### config.mk
export PLATFORM = sky130hd
export DESIGN_NAME = framed_packet_parser_crc16
export DESIGN_NICKNAME = d
export VERILOG_FILES = /design/src/hw/rtl/fpp_pkg.sv /design/src/hw/rtl/fpp_crc16_step.sv /design/src/hw/rtl/fpp_out_skid.sv /design/src/hw/rtl/framed_packet_parser_crc16.sv
export SDC_FILE = /design/constraint.sdc
export NUM_CORES = 1
export LEC_CHECK = 0
export ABC_AREA = 1
export BUFFER_PORTS_ARGS = -buffer_cell sky130_fd_sc_hd__buf_2
export CORE_ASPECT_RATIO = 0.5
export CORE_MARGIN = 3
export CORE_UTILIZATION = 50
export DETAILED_ROUTE_END_ITERATION = 12
export HOLD_SLACK_MARGIN = 0.12
export PLACE_DENSITY = 0.76
export SYNTH_ARGS = -nofsm -noshare
export SYNTH_HDL_FRONTEND = slang
export SYNTH_HIERARCHICAL = 1
export SYNTH_SLANG_ARGS = --single-unit
### constraint.sdc
create_clock -name clk -period 6.2 [get_ports clk]
set_clock_uncertainty 0.15 [all_clocks]
set_input_delay 0.62 -clock clk [delete_from_list [all_inputs] [get_ports clk]]
set_output_delay 0.62 -clock clk [all_outputs]
set_load 0.01 [all_outputs]
### src/hw/rtl/fpp_pkg.sv
// Shared types, constants and codes of the framed packet parser.
`default_nettype none

package fpp_pkg;

  // Frame format
  localparam logic [7:0]  SYNC_FIRST  = 8'hA5;
  localparam logic [7:0]  SYNC_SECOND = 8'h5A;
  localparam logic [3:0]  HDR_LEN     = 4'd8;
  localparam logic [15:0] CRC_INIT    = 16'hFFFF;
  localparam logic [15:0] CRC_POLY    = 16'h1021;
  localparam logic [15:0] CRC_TOP     = 16'h8000;

  // Default largest accepted payload length
  localparam int MAX_PAYLOAD_DEF = 128;

  // Event codes
  localparam logic [2:0] EV_PAYLOAD = 3'd0;
  localparam logic [2:0] EV_ACCEPT  = 3'd1;
  localparam logic [2:0] EV_BADLEN  = 3'd2;
  localparam logic [2:0] EV_CRC     = 3'd3;
  localparam logic [2:0] EV_VERSION = 3'd4;
  localparam logic [2:0] EV_TYPE    = 3'd5;

  // Configuration register indexes
  localparam logic [2:0] REG_VERSION = 3'd0;
  localparam logic [2:0] REG_CMD_A   = 3'd1;
  localparam logic [2:0] REG_CMD_B   = 3'd2;
  localparam logic [2:0] REG_CMD_C   = 3'd3;
  localparam logic [2:0] REG_CMD_D   = 3'd4;

  // One result transaction
  typedef struct packed {
    logic [2:0]  event_kind;
    logic [7:0]  frame_type;
    logic [7:0]  frame_flags;
    logic [15:0] scan_number;
    logic [15:0] sequence_number;
    logic [7:0]  payload_length;
    logic [7:0]  payload_byte;
    logic [7:0]  payload_offset;
  } result_t;

endpackage

`default_nettype wire

### src/hw/rtl/fpp_crc16_step.sv
// Byte-wide CRC-16/CCITT-FALSE update.
`default_nettype none

module fpp_crc16_step
  import fpp_pkg::*;
(
  input  wire logic [15:0] crc_in,
  input  wire logic [7:0]  data_in,
  output logic      [15:0] crc_out
);

  // Shift the byte through the polynomial, MSB first
  always_comb begin
    logic [15:0] c;
    c = crc_in ^ {data_in, 8'h00};
    for (int i = 0; i < 8; i++) begin
      if ((c & CRC_TOP) != 16'h0000) begin
        c = {c[14:0], 1'b0} ^ CRC_POLY;
      end else begin
        c = {c[14:0], 1'b0};
      end
    end
    crc_out = c;
  end

endmodule

`default_nettype wire

### src/hw/rtl/fpp_out_skid.sv
// Output register with skid stage for the result channel.
`default_nettype none

module fpp_out_skid
  import fpp_pkg::*;
(
  input  wire logic    clk,
  input  wire logic    rst_n,
  input  wire logic    res_valid,
  input  wire result_t res_data,
  output logic         room,
  output logic         out_valid,
  input  wire logic    out_ready,
  output result_t      out_data
);

  logic    out_valid_r;
  logic    skid_valid_r;
  result_t out_data_r;
  result_t skid_data_r;

  // Take a new result only while the skid stage is empty
  assign room      = !skid_valid_r;
  assign out_valid = out_valid_r;
  assign out_data  = out_data_r;

  // Control bits
  always_ff @(posedge clk) begin
    if (!rst_n) begin
      out_valid_r  <= 1'b0;
      skid_valid_r <= 1'b0;
    end else if (!out_valid_r || out_ready) begin
      if (skid_valid_r) begin
        out_valid_r  <= 1'b1;
        skid_valid_r <= 1'b0;
      end else begin
        out_valid_r <= res_valid;
      end
    end else if (res_valid) begin
      skid_valid_r <= 1'b1;
    end
  end

  // Payload registers
  always_ff @(posedge clk) begin
    if (!out_valid_r || out_ready) begin
      out_data_r <= skid_valid_r ? skid_data_r : res_data;
    end else if (res_valid && !skid_valid_r) begin
      skid_data_r <= res_data;
    end
  end

endmodule

`default_nettype wire

### src/hw/rtl/framed_packet_parser_crc16.sv
// Framed packet parser: sync hunt, header, payload pass-through, CRC-16 verdict.
// A result is registered into the output register, or into the skid stage while the output is stalled.
// Throughput: one byte per cycle while in_ready is high; the byte-wide CRC update and phase logic are combinational.
// A result stalled at the output parks in a skid stage; input stalls only when both are full.
// Reset (rst_n low, synchronous): parser back to sync hunt, CRC 0xFFFF, counts zero,
// configuration registers to defaults, result buffers empty.
`default_nettype none

module framed_packet_parser_crc16
  import fpp_pkg::*;
#(
  parameter int MAX_PAYLOAD = MAX_PAYLOAD_DEF
) (
  input  wire logic        clk,
  input  wire logic        rst_n,
  // Input channel
  input  wire logic        in_valid,
  output logic             in_ready,
  input  wire logic [7:0]  in_rx_byte,
  // Result channel
  output logic             out_valid,
  input  wire logic        out_ready,
  output logic [2:0]       out_event_kind,
  output logic [7:0]       out_frame_type,
  output logic [7:0]       out_frame_flags,
  output logic [15:0]      out_scan_number,
  output logic [15:0]      out_sequence_number,
  output logic [7:0]       out_payload_length,
  output logic [7:0]       out_payload_byte,
  output logic [7:0]       out_payload_offset,
  // Configuration port
  input  wire logic        cfg_psel,
  input  wire logic        cfg_penable,
  input  wire logic        cfg_pwrite,
  input  wire logic [4:0]  cfg_paddr,
  input  wire logic [31:0] cfg_pwdata,
  output logic [31:0]      cfg_prdata,
  output logic             cfg_pready
);

  localparam logic [7:0] MAX_LEN = 8'(MAX_PAYLOAD);

  // Parse phases
  localparam logic [2:0] PH_SYNC0   = 3'd0;
  localparam logic [2:0] PH_SYNC1   = 3'd1;
  localparam logic [2:0] PH_HEADER  = 3'd2;
  localparam logic [2:0] PH_PAYLOAD = 3'd3;
  localparam logic [2:0] PH_CRCLO   = 3'd4;
  localparam logic [2:0] PH_CRCHI   = 3'd5;

  // Configuration registers
  logic [7:0] version_r;
  logic [7:0] cmd_a_r;
  logic [7:0] cmd_b_r;
  logic [7:0] cmd_c_r;
  logic [7:0] cmd_d_r;

  // Parser state
  logic [2:0]  phase_r,    phase_nxt;
  logic [3:0]  hdr_cnt_r,  hdr_cnt_nxt;
  logic [7:0]  pay_cnt_r,  pay_cnt_nxt;
  logic [15:0] crc_r,      crc_nxt;
  logic [7:0]  crc_lo_r,   crc_lo_nxt;
  logic [7:0]  hdr_r [8];
  logic [7:0]  hdr_nxt [8];

  logic        in_fire;
  logic        room;
  logic [15:0] crc_fed;
  logic        res_valid;
  result_t     res;
  result_t     out_data;
  logic [2:0]  cfg_idx;
  logic        cfg_wr;

  // APB write and read
  assign cfg_pready = 1'b1;
  assign cfg_idx    = cfg_paddr[4:2];
  assign cfg_wr     = cfg_psel && cfg_penable && cfg_pwrite;

  always_ff @(posedge clk) begin
    if (!rst_n) begin
      version_r <= 8'd1;
      cmd_a_r   <= 8'd1;
      cmd_b_r   <= 8'd2;
      cmd_c_r   <= 8'd3;
      cmd_d_r   <= 8'd4;
    end else if (cfg_wr) begin
      case (cfg_idx)
        REG_VERSION: version_r <= cfg_pwdata[7:0];
        REG_CMD_A:   cmd_a_r   <= cfg_pwdata[7:0];
        REG_CMD_B:   cmd_b_r   <= cfg_pwdata[7:0];
        REG_CMD_C:   cmd_c_r   <= cfg_pwdata[7:0];
        REG_CMD_D:   cmd_d_r   <= cfg_pwdata[7:0];
        default: ;
      endcase
    end
  end

  always_comb begin
    case (cfg_idx)
      REG_VERSION: cfg_prdata = {24'h0, version_r};
      REG_CMD_A:   cfg_prdata = {24'h0, cmd_a_r};
      REG_CMD_B:   cfg_prdata = {24'h0, cmd_b_r};
      REG_CMD_C:   cfg_prdata = {24'h0, cmd_c_r};
      REG_CMD_D:   cfg_prdata = {24'h0, cmd_d_r};
      default:     cfg_prdata = 32'h0;
    endcase
  end

  // CRC update of the incoming byte
  fpp_crc16_step u_crc (
    .crc_in  (crc_r),
    .data_in (in_rx_byte),
    .crc_out (crc_fed)
  );

  assign in_ready = room;
  assign in_fire  = in_valid && room;

  // Parse one byte
  always_comb begin
    logic [3:0]  hc_inc;
    logic [7:0]  pc_inc;
    logic [15:0] got;
    logic        type_hit;
    logic        restart;
    logic [2:0]  kind;
    logic [7:0]  pbyte;
    logic [7:0]  poff;

    phase_nxt   = phase_r;
    hdr_cnt_nxt = hdr_cnt_r;
    pay_cnt_nxt = pay_cnt_r;
    crc_nxt     = crc_r;
    crc_lo_nxt  = crc_lo_r;
    for (int i = 0; i < 8; i++) begin
      hdr_nxt[i] = hdr_r[i];
    end
    res_valid = 1'b0;
    restart   = 1'b0;
    kind      = EV_PAYLOAD;
    pbyte     = 8'h00;
    poff      = 8'h00;
    hc_inc    = hdr_cnt_r + 4'd1;
    pc_inc    = pay_cnt_r + 8'd1;
    got       = {in_rx_byte, crc_lo_r};
    type_hit  = (hdr_r[1] == cmd_a_r) || (hdr_r[1] == cmd_b_r) ||
                (hdr_r[1] == cmd_c_r) || (hdr_r[1] == cmd_d_r);

    case (phase_r)
      PH_SYNC0: begin
        if (in_rx_byte == SYNC_FIRST) begin
          phase_nxt = PH_SYNC1;
        end
      end
      PH_SYNC1: begin
        if (in_rx_byte == SYNC_SECOND) begin
          hdr_cnt_nxt = 4'd0;
          crc_nxt     = CRC_INIT;
          phase_nxt   = PH_HEADER;
        end else if (in_rx_byte == SYNC_FIRST) begin
          phase_nxt = PH_SYNC1;
        end else begin
          phase_nxt = PH_SYNC0;
        end
      end
      PH_HEADER: begin
        hdr_nxt[hdr_cnt_r[2:0]] = in_rx_byte;
        hdr_cnt_nxt = hc_inc;
        crc_nxt     = crc_fed;
        if (hc_inc >= HDR_LEN) begin
          pay_cnt_nxt = 8'd0;
          if (hdr_nxt[7] > MAX_LEN) begin
            res_valid = 1'b1;
            kind      = EV_BADLEN;
            restart   = 1'b1;
          end else if (hdr_nxt[7] == 8'd0) begin
            phase_nxt = PH_CRCLO;
          end else begin
            phase_nxt = PH_PAYLOAD;
          end
        end
      end
      PH_PAYLOAD: begin
        crc_nxt     = crc_fed;
        pay_cnt_nxt = pc_inc;
        if (pc_inc >= hdr_r[7]) begin
          phase_nxt = PH_CRCLO;
        end
        res_valid = 1'b1;
        kind      = EV_PAYLOAD;
        pbyte     = in_rx_byte;
        poff      = pay_cnt_r;
      end
      PH_CRCLO: begin
        crc_lo_nxt = in_rx_byte;
        phase_nxt  = PH_CRCHI;
      end
      PH_CRCHI: begin
        res_valid = 1'b1;
        restart   = 1'b1;
        if (got != crc_r) begin
          kind = EV_CRC;
        end else if (hdr_r[0] != version_r) begin
          kind = EV_VERSION;
        end else if (type_hit) begin
          kind = EV_ACCEPT;
        end else begin
          kind = EV_TYPE;
        end
      end
      default: begin
        restart = 1'b1;
      end
    endcase

    // Drop back to the hunt
    if (restart) begin
      phase_nxt   = PH_SYNC0;
      hdr_cnt_nxt = 4'd0;
      pay_cnt_nxt = 8'd0;
      crc_nxt     = CRC_INIT;
      crc_lo_nxt  = 8'd0;
    end

    res.event_kind      = kind;
    res.frame_type      = hdr_nxt[1];
    res.frame_flags     = hdr_nxt[2];
    res.scan_number     = {hdr_nxt[4], hdr_nxt[3]};
    res.sequence_number = {hdr_nxt[6], hdr_nxt[5]};
    res.payload_length  = hdr_nxt[7];
    res.payload_byte    = pbyte;
    res.payload_offset  = poff;
  end

  // Advance parser state on each accepted transaction
  always_ff @(posedge clk) begin
    if (!rst_n) begin
      phase_r   <= PH_SYNC0;
      hdr_cnt_r <= 4'd0;
      pay_cnt_r <= 8'd0;
      crc_r     <= CRC_INIT;
      crc_lo_r  <= 8'd0;
    end else if (in_fire) begin
      phase_r   <= phase_nxt;
      hdr_cnt_r <= hdr_cnt_nxt;
      pay_cnt_r <= pay_cnt_nxt;
      crc_r     <= crc_nxt;
      crc_lo_r  <= crc_lo_nxt;
    end
  end

  // Header bytes need no reset
  always_ff @(posedge clk) begin
    if (in_fire) begin
      for (int i = 0; i < 8; i++) begin
        hdr_r[i] <= hdr_nxt[i];
      end
    end
  end

  // Result buffering
  fpp_out_skid u_out (
    .clk       (clk),
    .rst_n     (rst_n),
    .res_valid (in_fire && res_valid),
    .res_data  (res),
    .room      (room),
    .out_valid (out_valid),
    .out_ready (out_ready),
    .out_data  (out_data)
  );

  assign out_event_kind      = out_data.event_kind;
  assign out_frame_type      = out_data.frame_type;
  assign out_frame_flags     = out_data.frame_flags;
  assign out_scan_number     = out_data.scan_number;
  assign out_sequence_number = out_data.sequence_number;
  assign out_payload_length  = out_data.payload_length;
  assign out_payload_byte    = out_data.payload_byte;
  assign out_payload_offset  = out_data.payload_offset;

endmodule

`default_nettype wire

== After elaboration in Yosys (flattened, before gate mapping) ==
Memory sizes are Yosys's and may differ from the RTL's.
Index checks and enable logic that the tools add are counted.

* $add $sub $neg: 2
* Order comparisons: 5
* Equal/unequal tests: 22
* Mux-type cells: 49
* Bitwise gates (word level): 12
* Reductions and logical operators: 35

{| class="wikitable"
|+ Operators by type and width
! kind !! number
|-
| 13-bit 2-to-1 mux || 8
|-
| 75-bit 2-to-1 mux || 1
|-
| 64-bit bitwise mux || 1
|-
| 64-bit 2-to-1 mux || 1
|-
| 8-bit 2-to-1 mux || 7
|-
| 8-bit case mux with 5 select lines || 1
|-
| 8-bit == test || 4
|-
| 16-bit 2-to-1 mux || 2
|-
| 16-bit case mux with 2 select lines || 1
|-
| 3-bit 2-to-1 mux || 9
|-
| 8-bit demux with 3-bit select || 1
|-
| 3-bit inverter || 8
|-
| 16-bit != test || 1
|-
| 8-bit case mux with 2 select lines || 1
|-
| 16-bit XOR || 1
|-
| 3-bit != test (second input constant) || 5
|-
| 3-bit case mux with 5 select lines || 1
|-
| 2-bit AND reduction || 7
|-
| 3-bit by 2-bit == test with 1-bit output (second input constant) || 4
|-
| 3-bit == test (second input constant) || 3
|-
| 3-bit AND reduction || 3
|-
| 3-bit nonzero test || 3
|-
| 8-bit by 1-bit adder with 8-bit output (second input constant) || 1
|-
| 8-bit by 7-bit == test with 1-bit output (second input constant) || 1
|-
| other kinds (26) || 50
|}

* Flip-flop bits (word level): 231
* RAM bits: 64
* Input port bits: 52
* Output and inout bits: 110
* Word-level logic and storage cells: 154
* Memories: 1

{| class="wikitable"
|+ Memory list
! memory !! depth !! bits a word !! read ports !! clocked after memory_dff !! write ports !! line !! RTL
|-
| hdr_r || 8 || 8 || 8 || 0 || 8 || framed_packet_parser_crc16.sv:64 || <nowiki>logic [7:0] hdr_r [8];</nowiki>
|}

== Longest topological paths before layout ==
Gate-level depths: netlist (run 1).

* Depth after elaboration: 19
* Depth in mapped cells: 15
* Depth with buffers taken out: 15

== By module ==
The synthesis (run 1) kept the hierarchy.

{| class="wikitable"
|+ Modules (own cells, without submodules)
! module !! instances !! cells each !! area an instance (um^2) !! seq. area each (um^2)
|-
| framed_packet_parser_crc16 || 1 || 969 || 7,597.3 || 3,503.4
|-
| fpp_out_skid || 1 || 404 || 5,550.3 || 4,544.4
|-
| fpp_crc16_step || 1 || 115 || 536.8 || 0.0
|}

== Least setup slack after synthesis (run 1) ==
No wires, ideal clock.

* Kind: input to register
* From: in out_ready
* To: reg u_out/skid_data_r[0] in the netlist's numbering, enable pin
* Library setup time: 0.509 ns
* Arrival time: 5.706 ns
* Required time: 5.541 ns
* Slack: -0.165 ns
* Cell stages on the path: 3
* Buffers on the path: 0
* Cells stage by stage: inv_1 > nand2_1 > nor2_1

* Cells in the longest elaborated chain, start to end: 3

{| class="wikitable"
|+ RTL lines
! what !! line !! RTL
|-
| start, declared || framed_packet_parser_crc16.sv:22 || <nowiki>input wire logic out_ready,</nowiki>
|-
| 1-bit logical OR || fpp_out_skid.sv:46 || <nowiki>if (!out_valid_r || out_ready) begin</nowiki>
|-
| 1-bit inverter (no line) || -- ||
|-
| 2-bit AND reduction (no line) || -- ||
|-
| end signal, assigned || fpp_out_skid.sv:49 || <nowiki>skid_data_r <= res_data;</nowiki>
|-
| end, declared || fpp_out_skid.sv:20 || <nowiki>result_t skid_data_r;</nowiki>
|}

No other way between the ends.
A chain may end at the register's enable or synchronous reset.

== Worst setup path in the final report (run 1) ==
* From: reg phase_r[2]
* To: reg u_out/skid_data_r[35] in the netlist's numbering, enable pin

* Cells in the longest elaborated chain, start to end: 6

{| class="wikitable"
|+ RTL lines
! what !! line !! RTL
|-
| start, declared || framed_packet_parser_crc16.sv:59 || <nowiki>logic [2:0] phase_r, phase_nxt;</nowiki>
|-
| start signal, assigned || framed_packet_parser_crc16.sv:246 || <nowiki>phase_r <= phase_nxt;</nowiki>
|-
| 3-bit == test or 3-bit by 2-bit == test with 1-bit output (tied branches) || framed_packet_parser_crc16.sv:151 || <nowiki>case (phase_r)</nowiki>
|-
| 2-bit OR reduction (no line) || -- ||
|-
| 1-bit case mux with 2 select lines * || framed_packet_parser_crc16.sv:151 ||
|-
| 1-bit logical AND * || framed_packet_parser_crc16.sv:267 || <nowiki>.res_valid (in_fire && res_valid),</nowiki>
|-
| 1-bit logical AND * || fpp_out_skid.sv:48 || <nowiki>end else if (res_valid && !skid_valid_r) begin</nowiki>
|-
| 2-bit AND reduction (no line) * || -- ||
|}

Mark *: on every way between the ends. The rest lies on a longest branch, timed or not.

==> reports/metrics.yaml, run 1 <==
global_routing:
  grtUsageMet1_pct: 29.1
  grt_pass1_wl_mm: 48.1
  antenna_found_initial: 0
  grt_pass1_vias: 9080
  grtUsageMet3_pct: 3.23
  grt_usage_pct: 20.6
  busiest_layer: "met2"
  use_met2_pct: 34.0
  grt_max_degree: 79
  overflow: 0
place:
  gp_congestion: 0.903
  pre_cts_slack_ns: 2.23
  portBuffers: 110
  place_hpwl_mm: 20.1
  dpl_cell_area_sq_mm: 0.0143
power:
  sw_frac_of_total_pct: 27.6
  power_density_mw_per_mm2: 321
  power.switching_uw: 1350
  p_int_uw: 3540
  p_seq_share_pct: 48.6
  peakVddDrop_mv: 0.179
  leakage_uw: 0.00669
  p_comb_share_pct: 16.2
  pwr-share-clk_pct: 35.2
timing:
  rsz0062_at_grt: "no"
  fin_crit_ns: 3.98
  worst-slew-pin-transition_ns: 0.979
  fmax_mhz: 251
  period_share_pct: 64.3
  fin_tns_setup_ns: 0
  setup_violations: 0
  drv_slew: 0
  slew-limit-headroom_pct: 34.7
  timing_hold_violations_final: 0
  setup_slack_ns: 2.22
die:
  dieWidth_um: 240
  num_rows: 42
  start_util_pct: 51.3
  die_h_um: 123
  dieArea_sq_mm: 0.0295
  core_sq_mm: 0.0267
  io_pins: 162
clock_tree:
  clk_pin_slew_ns: 0.06
  hold_buffers: 0
  htreeDepth: 1
  cts-resized-gates: 0
  cts_root_buf: "clkbuf_16"
  clock-sinks: 295
  insertion_delay_ns: 0.56
  cts_tree: "built"
  postCtsSetupRepairBufs: 0
  cts.path.max_buffers: 3
  cts_buffers: 27
worst_hold_path:
  hp-class: "primary input to flip-flop"
synth:
  yosysWarnings: 6
  synth_top_area_share_pct: 47.0
  synth_area_sq_mm: 0.0137
  yosysSeqAreaShare_pct: 58.8
  yosys-top-cells-area: "edfxtp_1, nand2_1, dfxtp_1"
  synthDistinctLibCells: 43
  postSynthAreaPerCell_sq_um: 9.20
  yosys.area.top_type: "edfxtp_1"
  ys_ff_latch: 295
  syn-instance-count: 1488
layout:
  design_area_sq_mm: 0.0153
  fillers: 2266
  syn_to_final_growth_pct: 11.5
  drive_above_1_share_pct: 14.0
  final_nets: 1641
  ff_latch_area_sq_mm: 0.00805
  antenna_cells: 0
  multi_input_area_sq_mm: 0.00480
worst_setup_path:
  worstPathRequired_ns: 6.27
  crit_arrival_ns: 4.05
  crit_type: "flip-flop to flip-flop"
  critPathLaunchType: "flip-flop"
  critPathCaptureType: "flip-flop"
  path_max_fanout: 29
detailed_routing:
  drtAntennaViolNets: 0
  wl_mm: 30.8
  vias_per_cell: 5.18
  drt_pass1_iterations: 6
  drc: 0
  wl_per_cell_um: 15.8
  drt_iter0_markers: 964
  vias: 10100
job:
  drv_cap: 0
outcome:
  status: "finished, final reports clean"
[power groups by stage]
stage	clock network, uW	logic [uW]	registers, uW
after detailed placement	0	788	2420
after CTS	1750	794	2380
after global placement	0	772	2420
after floorplan	0	578	2420
final	1720	794	2380
after global routing	1820	906	2390
[area by class of cell]
cell class,instances,area share [%]
Sequential cell,295,52.7
Multi-Input combinational cell,1016,31.4
Clock buffer,38,5.03
Timing Repair Buffer,116,3.90
Inverter,123,3.04
Tap cell,352,2.89
Clock inverter,12,0.959
[worst max-delay path, stage by stage, from the launching register on]
cell and delay, ns:
dfxtp_1 0.35, inv_1 0.22, nand3_1 0.56, nor3_1 0.40, nand2_2 0.25, a31oi_1 0.30
nand2_1 0.14, nor2_4 0.79, buf_4 0.47
[final timing paths]
path                  from               endpoint  slack, ns  cells after the start
max             phase_r[2]  u_out/skid_data_r[35]       2.22                      8
min          cfg_pwdata[0]           version_r[0]       0.22                      3
max reg2reg     phase_r[2]  u_out/skid_data_r[35]       2.22                      8
min reg2reg   hdr_cnt_r[3]           hdr_cnt_r[3]       0.33                      2
[stage by stage]
step	hold slack (ns)	instances	power, uW	utilization (%)
5_1_grt	0.223	1952	5120	57.2
3_3_place_gp	0.320	1902	3190	53.7
4_1_cts	0.205	1952	4920	57.2
6_report	0.217	1952	4900	57.2
3_5_place_dp	0.322	1902	3210	53.7
2_1_floorplan	0.301	1511	3000	-
[placed cells by master, fill, tap and decap left out, types with 5 or more instances in the layout]
master     count
dfxtp_1       80
inv_1        108
clkbuf_1       7
ha_1          10
o21ai_0      108
a21oi_1       50
edfxtp_1     214
nand3_1       58
clkinv_2       6
nand2_1      509
xor2_1        16
nand4_1       13
buf_4          6
or2_2          7
o22ai_1        5
a221oi_1       6
clkbuf_16     28
o21ai_2       11
conb_1        25
xnor2_1       33
inv_2         11
nand2_2       16
nor3_1        14
buf_2        110
nand2_4        9
nor2_1       103
[registers in the layout, indices dropped and copies added, names as in the netlist, named ones only]
name and count:
version_r 8, u_out/out_data 75, hdr_cnt_r 4, pay_cnt_r 8, crc_r 16, crc_lo_r 8, cmd_b_r 8, phase_r 3
u_out/out_valid 1, u_out/skid_valid_r 1, cmd_a_r 8, cmd_d_r 8, u_out/skid_data_r 75, hdr_r 56, cmd_c_r 8
[cells in the mapped netlist (all sizes together)]
master and count:
clkinv 4, o21bai 1, nand4 13, nand3 62, xnor2 33, nor2 107, ha 10, or3 1
nor3 15, inv 119, a21oi 50, buf 53, xor2 16, nand3b 1, dfxtp 81, edfxtp 214
conb 2, nand2 534, a31oi 1, a22o 1, o21ai 122, a221oi 6, a32o 1, nor4 1
o22ai 5, nor3b 1, clkbuf 24, or2 7, o211ai 3
[cell families after synthesis]
group	after synthesis	synth area share, %
XOR/XNOR	49	3.14
AND/OR/NAND/NOR	742	22.6
flip-flops	295	58.8
other	2	0.0549
buffers and inverters	200	6.87
AO/OA/AOI/OAI	190	7.61
adder cells (fa/ha/maj)	10	0.914
[layer usage]
| metal | wire length [um] | share of wire (%) |
|---|---|---|
| met4 | 646 | 2.1 |
| met3 | 1930 | 6.3 |
| met2 | 14400 | 47 |
| met5 | 0 | 0 |
| met1 | 13900 | 45 |
Note: power is estimated with default switching activity, not from simulation.
==> run 2, diff against run 1 <==
--- a/config.mk
+++ b/config.mk
@@ -12,7 +12,7 @@
 export CORE_UTILIZATION = 50
 export DETAILED_ROUTE_END_ITERATION = 12
 export HOLD_SLACK_MARGIN = 0.12
-export PLACE_DENSITY = 0.76
+export PLACE_DENSITY = 0.73
 export SYNTH_ARGS = -nofsm -noshare
 export SYNTH_HDL_FRONTEND = slang
 export SYNTH_HIERARCHICAL = 1
==> constraint.sdc (replaced) <==
create_clock -name clk -period 3.7 [get_ports clk]
set_clock_uncertainty 0.15 [all_clocks]
set_input_delay 0.37 -clock clk [delete_from_list [all_inputs] [get_ports clk]]
set_output_delay 0.37 -clock clk [all_outputs]
set_load 0.01 [all_outputs]
==> reports/metrics.yaml, run 2 (same netlist as run 1, synthesis figures left out) <==
power:
  peakVddDrop_mv: 0.380  # +110%
  power_density_mw_per_mm2: 516  # +61%
  leakage_uw: 0.00670  # +0.26%
place:
  place_hpwl_mm: 21.2  # +5.9%
  portBuffers: 110  # unchanged
  gp_congestion: 0.911  # +0.90%
  dpl_cell_area_sq_mm: 0.0144  # +0.38%
  pre_cts_slack_ns: 0.600  # -1.63 ns
  placedCellCount: 1906  # +0.21%
clock_tree:
  hold_buffers: 16  # +16
  cts_root_buf: "clkbuf_16"
  htreeDepth: 1  # unchanged
  cts_tree: "built"
  cts.path.max_buffers: 3  # unchanged
  clock-sinks: 295  # unchanged
  clk_pin_slew_ns: 0.07  # about the same
  cts-resized-gates: 0  # unchanged
  cts_buffers: 26  # -3.7%
  insertion_delay_ns: 0.54  # -0.02 ns
  postCtsSetupRepairBufs: 0  # unchanged
worst_setup_path:
  critPathLaunchType: "flip-flop"
  critPathCaptureType: "flip-flop"
  reg2reg_depth: 9  # +1
  worstPathRequired_ns: 3.79  # -2.48 ns
  crit_arrival_ns: 3.25  # -0.80 ns
  crit_type: "flip-flop to flip-flop"
  rrSetupSlack_ns: 0.54  # -1.67 ns
  r2r_start: "hdr_cnt_r[0]"
  worstReg2RegEnd: "u_out/skid_data_r[19]"
  path_max_fanout: 28  # -3.4%
timing:
  setup_slack_ns: 0.544  # -1.67 ns
  period_share_pct: 85.3  # +21 points
  timing_hold_violations_final: 0  # unchanged
  slew-limit-headroom_pct: 34.3  # -0.37 points
  drv_slew: 0  # unchanged
  rsz0062_at_grt: "no"
  setup_violations: 0  # unchanged
  fmax_mhz: 317  # +26%
  holdWs_ns: 0.167  # -0.0500 ns
  fin_crit_ns: 3.16  # -0.828 ns
  worst-slew-pin-transition_ns: 0.985  # +0.00560 ns
  fin_tns_setup_ns: 0  # unchanged
layout:
  antenna_cells: 0  # unchanged
  multi_input_area_sq_mm: 0.00480  # unchanged
  final_cell_mix: "nand2_1, edfxtp_1, buf_2"
  final_common_cell: "nand2_1"
  drive_above_1_share_pct: 13.5  # -0.46 points
  fin_cells: 1969  # +0.87%
  fillers: 2280  # +0.62%
  syn_to_final_growth_pct: 12.2
  design_area_sq_mm: 0.0153  # +0.57%
  final_nets: 1660  # +1.2%
  ff_latch_area_sq_mm: 0.00805  # unchanged
global_routing:
  overflow: 0  # unchanged
  grt_pass1_vias: 9843  # +8.4%
  grt_usage_pct: 21.6  # +1.1 points
  grt_max_degree: 78  # -1.3%
  antenna_found_initial: 0  # unchanged
  grt_pass1_wl_mm: 50.7  # +5.4%
worst_hold_path:
  hp-class: "primary input to flip-flop"
  hold_depth: 2  # -1
  min-delay-start: "in_rx_byte[7]"
detailed_routing:
  drt_iter0_markers: 1110  # +15%
  vias: 10500  # +3.5%
  wl_per_cell_um: 16.3  # +3.3%
  drc: 0  # unchanged
  wl_mm: 32.1  # +4.2%
  drt_pass1_iterations: 5  # -1
  drtAntennaViolNets: 0  # unchanged
  vias_per_cell: 5.32  # +2.7%
die:
  core_sq_mm: 0.0267  # unchanged
  io_pins: 162  # unchanged
  dieWidth_um: 240  # unchanged
  start_util_pct: 51.3  # unchanged
  dieArea_sq_mm: 0.0295  # unchanged
  num_rows: 42  # unchanged
  die_h_um: 123  # unchanged
job:
  drv_cap: 0  # unchanged
outcome:
  status: "finished, final reports clean"
-- run 2: cell count changes in the layout (fill, tap and decap cells not counted) --
| cell | previous run | this run |
|---|---|---|
| dlygate4sd3_1 | 0 | 16 |
| clkinv_1 | 3 | 10 |
| clkbuf_8 | 3 | 0 |
| clkinv_2 | 6 | 3 |
| buf_12 | 0 | 2 |
| buf_4 | 6 | 8 |
| bufinv_16 | 3 | 1 |
| clkbuf_16 | 28 | 26 |
| clkbuf_1 | 7 | 6 |
| clkinv_4 | 2 | 1 |
| clkinv_8 | 0 | 1 |
| clkinvlp_4 | 0 | 1 |
-- run 2: cell type report --
| class | count | share of cell area, % |
|---|---|---|
| clock buffer | 32 | 4.39 |
| clock inverter | 15 | 0.734 |
| inverter | 123 | 3.02 |
| multi-input combinational | 1016 | 31.3 |
| sequential | 295 | 52.4 |
| tap | 352 | 2.87 |
| timing repair buffer | 136 | 5.28 |
-- run 2: worst max-delay path by stage --
stage | from | end | slack, ns | cells past startpoint
after global routing | hdr_cnt_r[0] | u_out/skid_data_r[13] | 0.31 | 9
final | hdr_cnt_r[0] | u_out/skid_data_r[19] | 0.54 | 9
after detailed placement | hdr_cnt_r[0] | u_out/skid_data_r[24] | 0.60 | 9
after CTS | hdr_cnt_r[0] | u_out/skid_data_r[13] | 0.58 | 9
after floorplan | hdr_cnt_r[0] | u_out/skid_data_r[0] | 0.36 | 10
after global placement | hdr_cnt_r[0] | u_out/skid_data_r[25] | 0.72 | 9
-- run 2: per-stage QoR --
stage               total power [uW]  util, %
floorplan                       5020        -
global placement                5340     54.0
detailed placement              5400     54.0
CTS                             7960     57.5
global route                    8300     57.5
finish                          7910     57.5
-- run 2: critical path, stage by stage, from the launching register on --
cell and delay, ns:
dfxtp_1 0.52, nand3_4 0.25, nand2_1 0.12, o21ai_1 0.10, nor3_1 0.24, nand2_2 0.24, a31oi_1 0.29, nand2_1 0.14
nor2_4 0.51, buf_12 0.27
-- run 2: per-layer routing --
| metal | vias up | share of wire (%) | global-route usage, % |
|---|---|---|---|
| met5 | - | 0 | 0 |
| met4 | 0 | 2.5 | 6.07 |
| met3 | 66 | 6.9 | 3.54 |
| met2 | 374 | 46 | 35.1 |
| met1 | 4969 | 45 | 30.4 |
| li1 | 5068 | - | - |
-- run 2: report_power, final --
part / internal [uW] / switching, uW / leakage [uW]
logic: 464 / 901 / 0.00352
clock network: 1370 / 1190 / 0.000380
registers: 3820 / 168 / 0.00281
==> run 3, diff against run 2 <==
--- a/config.mk
+++ b/config.mk
@@ -5,14 +5,13 @@
 export SDC_FILE = /design/constraint.sdc
 export NUM_CORES = 1
 export LEC_CHECK = 0
-export ABC_AREA = 1
 export BUFFER_PORTS_ARGS = -buffer_cell sky130_fd_sc_hd__buf_2
 export CORE_ASPECT_RATIO = 0.5
 export CORE_MARGIN = 3
 export CORE_UTILIZATION = 50
 export DETAILED_ROUTE_END_ITERATION = 12
 export HOLD_SLACK_MARGIN = 0.12
-export PLACE_DENSITY = 0.73
+export PLACE_DENSITY = 0.7
 export SYNTH_ARGS = -nofsm -noshare
 export SYNTH_HDL_FRONTEND = slang
 export SYNTH_HIERARCHICAL = 1
==> reports/metrics.yaml, run 3 <==
outcome:
  status: "finished, final reports clean"
global_routing:
  grt_max_degree: 68  # -13%
  grt_pass1_vias: 8034  # -18%
  overflow: 0  # unchanged
  grt_usage_pct: 20.2  # -1.4 points
  grt_pass1_wl_mm: 45.5  # -10%
  antenna_found_initial: 1  # +1
layout:
  drive_above_1_share_pct: 30.4  # +17 points
  final_common_cell: "edfxtp_1"
  final_nets: 1121  # -32%
  fillers: 2041  # -10%
  syn_to_final_growth_pct: 14.0
  final_cell_mix: "edfxtp_1, mux2_2, buf_2"
  antenna_cells: 0  # unchanged
  design_area_sq_mm: 0.0152  # -0.80%
  utilization_pct: 59.1  # +1.6 points
  ff_latch_area_sq_mm: 0.00806  # about the same
  multi_input_area_sq_mm: 0.00496  # +3.5%
place:
  pre_cts_slack_ns: 0.584  # -0.0163 ns
  place_hpwl_mm: 19.2  # -9.5%
  gp_congestion: 0.914  # +0.38%
  dpl_cell_area_sq_mm: 0.0143  # -0.84%
  portBuffers: 110  # unchanged
die:
  dieWidth_um: 237  # -1.2%
  start_util_pct: 51.9  # +0.62 points
  core_sq_mm: 0.0258  # -3.5%
  dieArea_sq_mm: 0.0288  # -2.3%
  num_rows: 41  # -2.4%
  io_pins: 162  # unchanged
  die_h_um: 122  # -1.1%
synth:
  yosysSeqAreaShare_pct: 60.2  # +1.4 points
  synth_commonest_cells: "edfxtp_1, mux2_2, dfxtp_1"
  ys_ff_latch: 295  # unchanged
  postSynthAreaPerCell_sq_um: 14.2  # +54%
  synth_flop_cell: "edfxtp_1"
  yosys.area.top_type: "edfxtp_1"
  synth_area_sq_mm: 0.0134  # -2.4%
  yosysWarnings: 6  # unchanged
  syn-instance-count: 944  # -37%
  yosys-top-cells-area: "edfxtp_1, dfxtp_1, mux2_2"
  synthDistinctLibCells: 74  # +72%
  synth_top_area_share_pct: 48.1  # +1.1 points
  synth_enable_flop_cells: 214  # unchanged
  synth_most_common_cell: "edfxtp_1"
  async_flop_share_pct: 0  # unchanged
worst_setup_path:
  path_delay_family: "compound AO/OA/AOI/OAI gates"
  rrSetupSlack_ns: 0.59  # +0.04 ns
  cp_common_cell: "ha_1"
  crit_slowest_cell: "dfxtp_1"
  reg2reg_depth: 10  # +1
  crit_type: "flip-flop to flip-flop"
  critPathCaptureType: "flip-flop"
  slowest_delay_ns: 0.46  # -0.06 ns
  cp_num_buf_inv: 0  # -1
  path_max_fanout: 6  # -79%
  worstReg2RegEnd: "phase_r[2]"
  worstPathRequired_ns: 4.02  # +0.23 ns
  crit_arrival_ns: 3.44  # +0.19 ns
  r2r_start: "pay_cnt_r[0]"
  cp_cell_sequence: "ha_1 > nand3_1 > nor2_1 > xor2_1 > ha_1 > a21o_1 > a2111oi_0 > o31ai_1 > a31o_2 > a21oi_1"
  critPathLaunchType: "flip-flop"
timing:
  fmax_mhz: 321  # +1.4%
  slew-limit-headroom_pct: 20.3  # -14 points
  fin_crit_ns: 3.11  # -0.0432 ns
  rsz0062_at_grt: "no"
  setup_violations: 0  # unchanged
  drv_slew: 0  # unchanged
  setup_slack_ns: 0.587  # +0.0432 ns
  fin_tns_setup_ns: 0  # unchanged
  period_share_pct: 84.1  # -1.2 points
  timing_hold_violations_final: 0  # unchanged
  worst-slew-pin-transition_ns: 1.19  # +0.209 ns
power:
  pwr-share-clk_pct: 40.7  # +8.4 points
  peakVddDrop_mv: 0.334  # -12%
  p_comb_share_pct: 5.1  # -12 points
  power.switching_uw: 1450  # -36%
  sw_frac_of_total_pct: 21.7  # -6.8 points
  power_density_mw_per_mm2: 440  # -15%
  leakage_uw: 0.00574  # -14%
  p_seq_share_pct: 54.1  # +3.7 points
  p_int_uw: 5240  # -7.4%
detailed_routing:
  drc: 0  # unchanged
  wl_mm: 29.2  # -9.1%
  vias: 7945  # -24%
  drt_iter0_markers: 533  # -52%
  drtAntennaViolNets: 0  # unchanged
  wl_per_cell_um: 20.6  # +26%
  drt_pass1_iterations: 5  # unchanged
  vias_per_cell: 5.59  # +5.1%
clock_tree:
  clk_pin_slew_ns: 0.06  # about the same
  cts.path.max_buffers: 3  # unchanged
  postCtsSetupRepairBufs: 0  # unchanged
  cts_buffers: 26  # unchanged
  insertion_delay_ns: 0.56  # +0.02 ns
  htreeDepth: 1  # unchanged
  cts_root_buf: "clkbuf_16"
  cts_tree: "built"
  clock-sinks: 295  # unchanged
worst_hold_path:
  whs_endpoint: "u_out/out_data[73]"
  hold_depth: 2  # unchanged
  hp-class: "primary input to flip-flop"
  min-delay-start: "out_ready"
job:
  drv_cap: 0  # unchanged
[run 3: cell types whose count changed after synthesis, moves of 16 or more]
cell and change:
a21oi_1 -44, a22oi_1 +17, and2_1 +16, inv_1 -93, mux2_2 +113, mux2_4 +17, mux2i_1 +40, nand2_1 -474
nand2_2 -16, nand3_1 -50, nor2_1 -60, o21ai_0 -94, o22a_1 +16, xor2_1 +30
[run 3: how the worst max path moves through the flow]
stage	from	end	slack, ns	cells past startpoint
floorplan	hdr_cnt_r[0]	u_out/skid_data_r[0]	-0.03	6
global placement	phase_r[1]	u_out/out_data[64]	0.76	5
detailed placement	pay_cnt_r[0]	phase_r[2]	0.58	10
CTS	pay_cnt_r[0]	phase_r[2]	0.55	10
global route	pay_cnt_r[0]	phase_r[2]	0.32	10
finish	pay_cnt_r[0]	phase_r[2]	0.59	10
[run 3: final cells by class]
class	instances	share of cell area (%)
Clock buffer	31	4.40
Clock inverter	15	1.15
Inverter	16	0.394
Multi-Input combinational cell	579	32.6
Sequential cell	295	52.9
Tap cell	344	2.83
Timing Repair Buffer	141	5.72
[run 3: cells by family after synthesis]
logic type               after synthesis  share of synthesized area, %
multiplexers                         173                          14.8
AND/OR/NAND/NOR                      178                          7.14
AO/OA/AOI/OAI                        106                          6.09
flip-flops                           295                          60.2
adder cells (fa/ha/maj)               10                         0.936
buffers and inverters                 93                          3.75
XOR/XNOR                              87                          7.03
other                                  2                        0.0562
[run 3: per-stage QoR]
stage	cells	total power [uW]	hold slack, ns
2_1_floorplan	967	3920	0.319
3_3_place_gp	1365	4020	0.352
3_5_place_dp	1365	4030	0.360
4_1_cts	1421	6750	0.133
5_1_grt	1421	6910	0.156
6_report	1421	6690	0.130
[run 3: power by group through the flow]
stage          combinational, uW  clock [uW]  sequential [uW]
2_1_floorplan                222           0             3690
3_3_place_gp                 328           0             3690
3_5_place_dp                 334           0             3700
4_1_cts                      345        2780             3620
5_1_grt                      371        2910             3630
6_report                     344        2730             3620
[run 3: routing by layer]
metal | up-vias | share of wire (%) | global-route usage [%]
met5 | - | 0 | 0
met4 | 0 | 2.2 | 4.97
met3 | 51 | 3.9 | 3.57
met2 | 186 | 48 | 34.0
met1 | 4012 | 46 | 27.8
li1 | 3696 | - | -
[run 3: repair_timing]
action / 4_1_cts / 5_1_grt
hold endpoints to repair: 45 / 0
gates resized for setup: 0 / 0
hold buffers: 10 / 0
